--- src/rtl/core/sia_pkg.sv ---
// ----------------------------------------------------------------------------
// Slot index allocator package
// Shared sizes, result codes, opcodes and memory command structures.
// ----------------------------------------------------------------------------
`default_nettype none

package sia_pkg;

    // Pool size and field widths.
    localparam int SLOTS    = 1024;
    localparam int SLOT_W   = 10;
    localparam int INDEX_W  = 11;
    localparam int COUNT_W  = 11;
    localparam int STATUS_W = 2;

    // The allocated map is kept as rows of MAP_W bits.
    localparam int MAP_W    = 32;
    localparam int MAP_ROWS = SLOTS / MAP_W;
    localparam int ROW_W    = $clog2(MAP_ROWS);
    localparam int BIT_W    = $clog2(MAP_W);

    typedef enum logic {
        OP_ALLOC = 1'b0,
        OP_FREE  = 1'b1
    } opcode_t;

    typedef enum logic [STATUS_W-1:0] {
        ST_ALLOC   = 2'd0,
        ST_EMPTY   = 2'd1,
        ST_FREED   = 2'd2,
        ST_IGNORED = 2'd3
    } status_t;

    // Commands to the free stack.
    typedef struct packed {
        logic              rd_en;
        logic [SLOT_W-1:0] rd_pos;
        logic              wr_en;
        logic [SLOT_W-1:0] wr_pos;
        logic [SLOT_W-1:0] wr_slot;
        logic              pop_en;
        logic [SLOT_W-1:0] pop_pos;
    } stk_cmd_t;

    // Commands to the allocated map.
    typedef struct packed {
        logic             rd_en;
        logic [ROW_W-1:0] rd_row;
        logic             wr_en;
        logic [ROW_W-1:0] wr_row;
        logic [MAP_W-1:0] wr_data;
    } map_cmd_t;

endpackage

`default_nettype wire

--- src/rtl/core/sia_ram.sv ---
// ----------------------------------------------------------------------------
// Generic single-port-write RAM
// One write port and one read port with registered read data.
// ----------------------------------------------------------------------------
`default_nettype none

module sia_ram #(
    parameter int WIDTH = 8,
    parameter int DEPTH = 16
) (
    input  wire logic                     clk,
    input  wire logic                     we,
    input  wire logic [$clog2(DEPTH)-1:0] waddr,
    input  wire logic [WIDTH-1:0]         wdata,
    input  wire logic                     re,
    input  wire logic [$clog2(DEPTH)-1:0] raddr,
    output logic      [WIDTH-1:0]         rdata
);

    logic [WIDTH-1:0] mem_reg [DEPTH];
    logic [WIDTH-1:0] rdata_reg;

    always_ff @(posedge clk)
    begin
        if (we)
        begin
            mem_reg[waddr] <= wdata;
        end
        if (re)
        begin
            rdata_reg <= mem_reg[raddr];
        end
    end

    assign rdata = rdata_reg;

endmodule

`default_nettype wire

--- src/rtl/core/sia_alloc_map.sv ---
// ----------------------------------------------------------------------------
// Allocated slot map
// One bit per slot, stored as RAM rows; a row never written reads as zero.
// ----------------------------------------------------------------------------
`default_nettype none

module sia_alloc_map (
    input  wire logic                        clk,
    input  wire logic                        rst_n,
    input  wire sia_pkg::map_cmd_t           cmd,
    output logic      [sia_pkg::MAP_W-1:0]   rd_data
);

    logic [sia_pkg::MAP_ROWS-1:0] row_valid_reg;
    logic                         rd_valid_reg;
    logic [sia_pkg::MAP_W-1:0]    ram_rdata;

    always_ff @(posedge clk or negedge rst_n)
    begin
        if (!rst_n)
        begin
            row_valid_reg <= '0;
            rd_valid_reg  <= 1'b0;
        end
        else
        begin
            if (cmd.wr_en)
            begin
                row_valid_reg[cmd.wr_row] <= 1'b1;
            end
            if (cmd.rd_en)
            begin
                rd_valid_reg <= row_valid_reg[cmd.rd_row];
            end
        end
    end

    sia_ram #(
        .WIDTH (sia_pkg::MAP_W),
        .DEPTH (sia_pkg::MAP_ROWS)
    ) u_map_ram (
        .clk   (clk),
        .we    (cmd.wr_en),
        .waddr (cmd.wr_row),
        .wdata (cmd.wr_data),
        .re    (cmd.rd_en),
        .raddr (cmd.rd_row),
        .rdata (ram_rdata)
    );

    assign rd_data = rd_valid_reg ? ram_rdata : '0;

endmodule

`default_nettype wire

--- config.mk ---
export PLATFORM = sky130hd
export DESIGN_NAME = sia_alloc_map
export DESIGN_NICKNAME = d
export VERILOG_FILES = /design/src/rtl/core/sia_pkg.sv /design/src/rtl/core/sia_ram.sv /design/src/rtl/core/sia_alloc_map.sv
export SDC_FILE = /design/constraint.sdc
export NUM_CORES = 1
export LEC_CHECK = 0
export BUFFER_PORTS_ARGS = -buffer_cell sky130_fd_sc_hd__buf_2
export CORE_ASPECT_RATIO = 1.1
export CORE_MARGIN = 4
export CORE_UTILIZATION = 57
export DETAILED_ROUTE_END_ITERATION = 6
export PLACE_DENSITY = 0.83
export SYNTH_ARGS = -nofsm -noshare
export SYNTH_HDL_FRONTEND = slang
export SYNTH_SLANG_ARGS = --single-unit
--- constraint.sdc ---
create_clock -name clk -period 5.2 [get_ports clk]
set_clock_uncertainty 0.2 [all_clocks]
set_input_delay 0.52 -clock clk [delete_from_list [all_inputs] [get_ports clk]]
set_output_delay 0.52 -clock clk [all_outputs]
set_load 0.05 [all_outputs]
# After elaboration in Yosys (flattened, before gate mapping)
# Memory sizes are Yosys's and may differ from the RTL's. A register that Yosys moved wholly into a read port is not among the register bits.
# Index checks and enable logic that the tools add are counted.
[classes]
magnitude_cmp = 3
mux = 7
bitwise = 1
n_reduce_logical = 1
[op_table]
columns = ["cell", "n"]
rows = [
  ["$mux 32", 1],
  ["$or 32x32->32", 1],
  ["$lt 5x6->1 const B", 2],
  ["$bmux 1 s5", 1],
  ["$demux 1 s5", 1],
  ["$ge 5x1->1 const B", 1],
  ["$mux 1", 4],
  ["$logic_and 1x1->1", 1],
]
[totals]
regBits = 33
ram_bits = 1024
input_bits = 46
out_inout_bits = 32
wordCells = 15
mem_count = 1
[mem_list]
columns = ["name", "words", "width", "read_ports", "rd_ports_with_merged_regs", "wr", "line_no", "rtl"]
rows = [
  ["u_map_ram.mem_reg", 32, 32, 1, 1, 1, "sia_ram.sv:20", "logic [WIDTH-1:0] mem_reg [DEPTH];"],
]

# Depth between registers and ports, before layout
[depth]
depth_word = 5
mapped_depth = 8
depth_no_buf = 5

# Modules after synthesis
# Synthesis repeated with hierarchy kept, for this count alone.
[hier_totals]
cells_unflattened = 2421
hier_area_um2 = 42533.3
[modules_own_cells]
columns = ["module", "n_inst", "cells_each", "area_each_um2"]
rows = [
  ["sia_ram", 1, 2260, 40805.4],
  ["sia_alloc_map", 1, 161, 1727.9],
]

# Worst setup path before layout
# Ideal clock, no wire load.
[synth_path]
path_kind = "input to register"
start = "input port cmd[32] in the netlist's numbering"
end = "memory u_map_ram.mem_reg[12][0] in the netlist's numbering (enable)"
setup_ns = 0.422
arrival_ns = 2.551
required_time_ns = 4.578
setup_slack_ns = 2.027
path_stages = 3
path_buffers = 1
cell_sequence = "or3b_2 clkbuf_1 nor2_1"
[synth_lines]
columns = ["element", "line_no", "rtl"]
rows = [
  ["start: declaration", "sia_alloc_map.sv:10", "input wire sia_pkg::map_cmd_t cmd,"],
  ["end: declaration", "sia_ram.sv:20", ""],
]
# No word-level cell before the write port.

# Final worst setup path
[layout_path]
start = "register rd_valid_reg"
end = "output port rd_data[2] in the netlist's numbering"
[layout_via]
elab_chain_cells = 1
[layout_rtl]
columns = ["element", "line_no", "rtl"]
rows = [
  ["start: declaration", "sia_alloc_map.sv:15", "logic rd_valid_reg;"],
  ["start signal: assignment", "sia_alloc_map.sv:33", "rd_valid_reg <= row_valid_reg[cmd.rd_row];"],
  ["$mux 32", "sia_alloc_map.sv:51", "assign rd_data = rd_valid_reg ? ram_rdata : '0;"],
  ["end: declaration", "sia_alloc_map.sv:11", "output logic [sia_pkg::MAP_W-1:0] rd_data"],
]
# Every way passes these cells.

==> results.toml <==
[worst_hold_path]
hold_path_class = "input port to flip-flop"

[routing]
wl_per_cell_microns = 37.7
firstDrtPassIters = 5
wirelength_mm = 108
drc_errors = 0
first_iter_violations = 3792
routed_via_density = 7.09
drtAntennaViolNets = 0
vias = 20309

[worst_setup_path]
cp_cell_sequence = "and2_1 > buf_2"
regToRegEndpoint = "u_map_ram.rdata[21]"
critPathCapture = "rd_data[2]"
cp_max_fo = 33
worstReg2RegStart = "u_map_ram.mem_reg[27][21]"
rrSetupSlack_ps = 2960
r2r_cells = 3
worstPathRequired_ps = 4480
cp.arrival_ps = 2470
cp-startpoint = "rd_valid_reg"
cp_slowest_cell = "dfrtp_1"
worstSetupPathType = "flip-flop to output pin"
start_kind = "flip-flop"
crit_buf_inv = 1
worst_path_largest_cell_delay_ps = 1120
cp_top_family = "flip-flops"
crit_cells = 2
end_kind = "output pin"

[outcome]
status = "finished clean"

[place]
port_buffers = 77
dp_slack_ps = 1780
place_inst = 2672
gp_congestion = 0.791
dp_hpwl_mm = 52.5
placed_area_sq_mm = 0.0434

[floorplan]
die_x_microns = 265
boundaryPins = 78
dieArea_sq_mm = 0.0770
core_area_sq_mm = 0.0719
die_h_microns = 291
rows = 103
start_util_pct = 57.6

[clock_tree]
hold_buffers = 1
cts.sinks = 1089
cts-root-buf = "clkbuf_16"
cts_resized = 0
post_cts_buffers = 0
clk_path_buf_depth = 3
clock_latency_ps = 670
numCtsBuffers = 101
cts.clk_slew.worst_paths_ps = 60
cts_tree = "done"
htreeDepth = 3

[final_layout]
final_cell_mix = "1056 x edfxtp_1, 320 x mux4_2, 102 x clkbuf_16"
syn_to_final_growth_pct = 12.3
fin_nets = 1877
mostFrequentLayoutCell = "edfxtp_1"
stdcell_count = 2864
stdcell_area_sq_mm = 0.0465
final_core_util_pct = 64.7
largest_register_ffs = 1024
drive_gt1_share_pct = 35.9

[run]
cap_violations = 0

[synth]
synth_cells = 1675
synth.avg_cell_area_sq_um = 24.7
synth_edf_count = 1056
async_flop_share_pct = 3.03
syn-cell-area_sq_mm = 0.0414
ys_seq_area_share_pct = 78.6
synth_cell_type_count = 25
yosysWarnings = 0
syn_nets = 1721
ys.flop_type = "edfxtp_1"
synth_seq_cells = 1089

[sta]
setup_ws_ps = 2010
slew_headroom_pct = 14.8
rsz0062_at_grt = "no"
period_minus_slack_ps = 3190
finalSetupTns_ps = 0
fmax_mhz = 313
finalSetupViolCount = 0
holdWs_ps = 127
slew_viol_final = 0
finalHoldViolCount = 0
tightest_slew_ps = 1270
period_share_pct = 61.4

[global_route]
grt_pass1_wl_mm = 154
antenna_found_initial = 9
met1_usage_pct = 39.2
grt_pass1_vias = 20722
grt_max_degree = 85
use_met3_pct = 5.83
use_met2_pct = 46.1
grt_usage_pct = 28.3
top_usage_layer = "met2"
grt_overflow = 0

[power]
total_power_mw = 18.1
leakage_nw = 14.7
max-vdd-ir-drop_mv = 0.406
power_density_mw_per_mm2 = 389
==> routing by layer <==
metal  vias up  part of all wire [%]  routed length, microns
met5         -                 0.012                      13
met2      1808                    50                   54500
met1     10710                    34                   36300
li1       7488                     -                       -
met4         2                   4.1                    4390
met3       301                    12                   12800
==> worst min-delay path by stage <==
| stage | cells after the start | startpoint | end | slack (ps) |
|---|---|---|---|---|
| 2_1_floorplan | 0 | rst_n | rd_valid_reg | 20 |
| 3_3_place_gp | 1 | row_valid_reg[14] | row_valid_reg[14] | 250 |
| 3_5_place_dp | 1 | row_valid_reg[2] | row_valid_reg[2] | 250 |
| 4_1_cts | 1 | cmd[24] | u_map_ram.mem_reg[19][24] | 100 |
| 5_1_grt | 1 | cmd[24] | u_map_ram.mem_reg[17][24] | 140 |
| 6_report | 1 | cmd[24] | u_map_ram.mem_reg[17][24] | 130 |
==> synth_stat cells, types with 2 or more instances <==
library cell,instances,area [sq um]
nand3b_1,5,37.5
buf_1,6,22.5
mux4_2,320,7210
clkbuf_1,47,176
nor2_1,35,131
mux2i_1,16,160
nand2_1,5,18.8
a21oi_1,5,25.0
nand2b_1,2,12.5
edfxtp_1,1056,31700
and2_1,32,200
buf_2,22,110
buf_6,8,90.1
or3b_2,3,26.3
and3_1,3,18.8
nor2b_1,2,12.5
or2_2,32,200
mux2_2,32,360
a22oi_1,2,15.0
dfrtp_1,33,826
nand3_1,5,25.0
==> cell type report <==
type | instances | area [sq um]
sequential | 1089 | 32500
clock buffer | 129 | 2650
timing repair buffer | 136 | 956
antenna | 6 | 15.0
multi-input combinational | 503 | 8720
clock inverter | 56 | 450
fill | 4293 | 25400
tap | 945 | 1180
==> cell families after synthesis <==
group / after synthesis / share of synthesized area (%)
multiplexers: 368 / 18.7
AO/OA/AOI/OAI: 10 / 0.154
AND/OR/NAND/NOR: 125 / 1.66
buffers and inverters: 83 / 0.964
flip-flops: 1089 / 78.6
==> power by group <==
part | switching, mW | total (mW) | internal (mW)
clock | 3.21 | 7.08 | 3.87
combinational | 0.633 | 1.07 | 0.439
sequential | 0.110 | 9.93 | 9.82
total | 3.96 | 18.1 | 14.1
(Power assumes the default switching activity.)
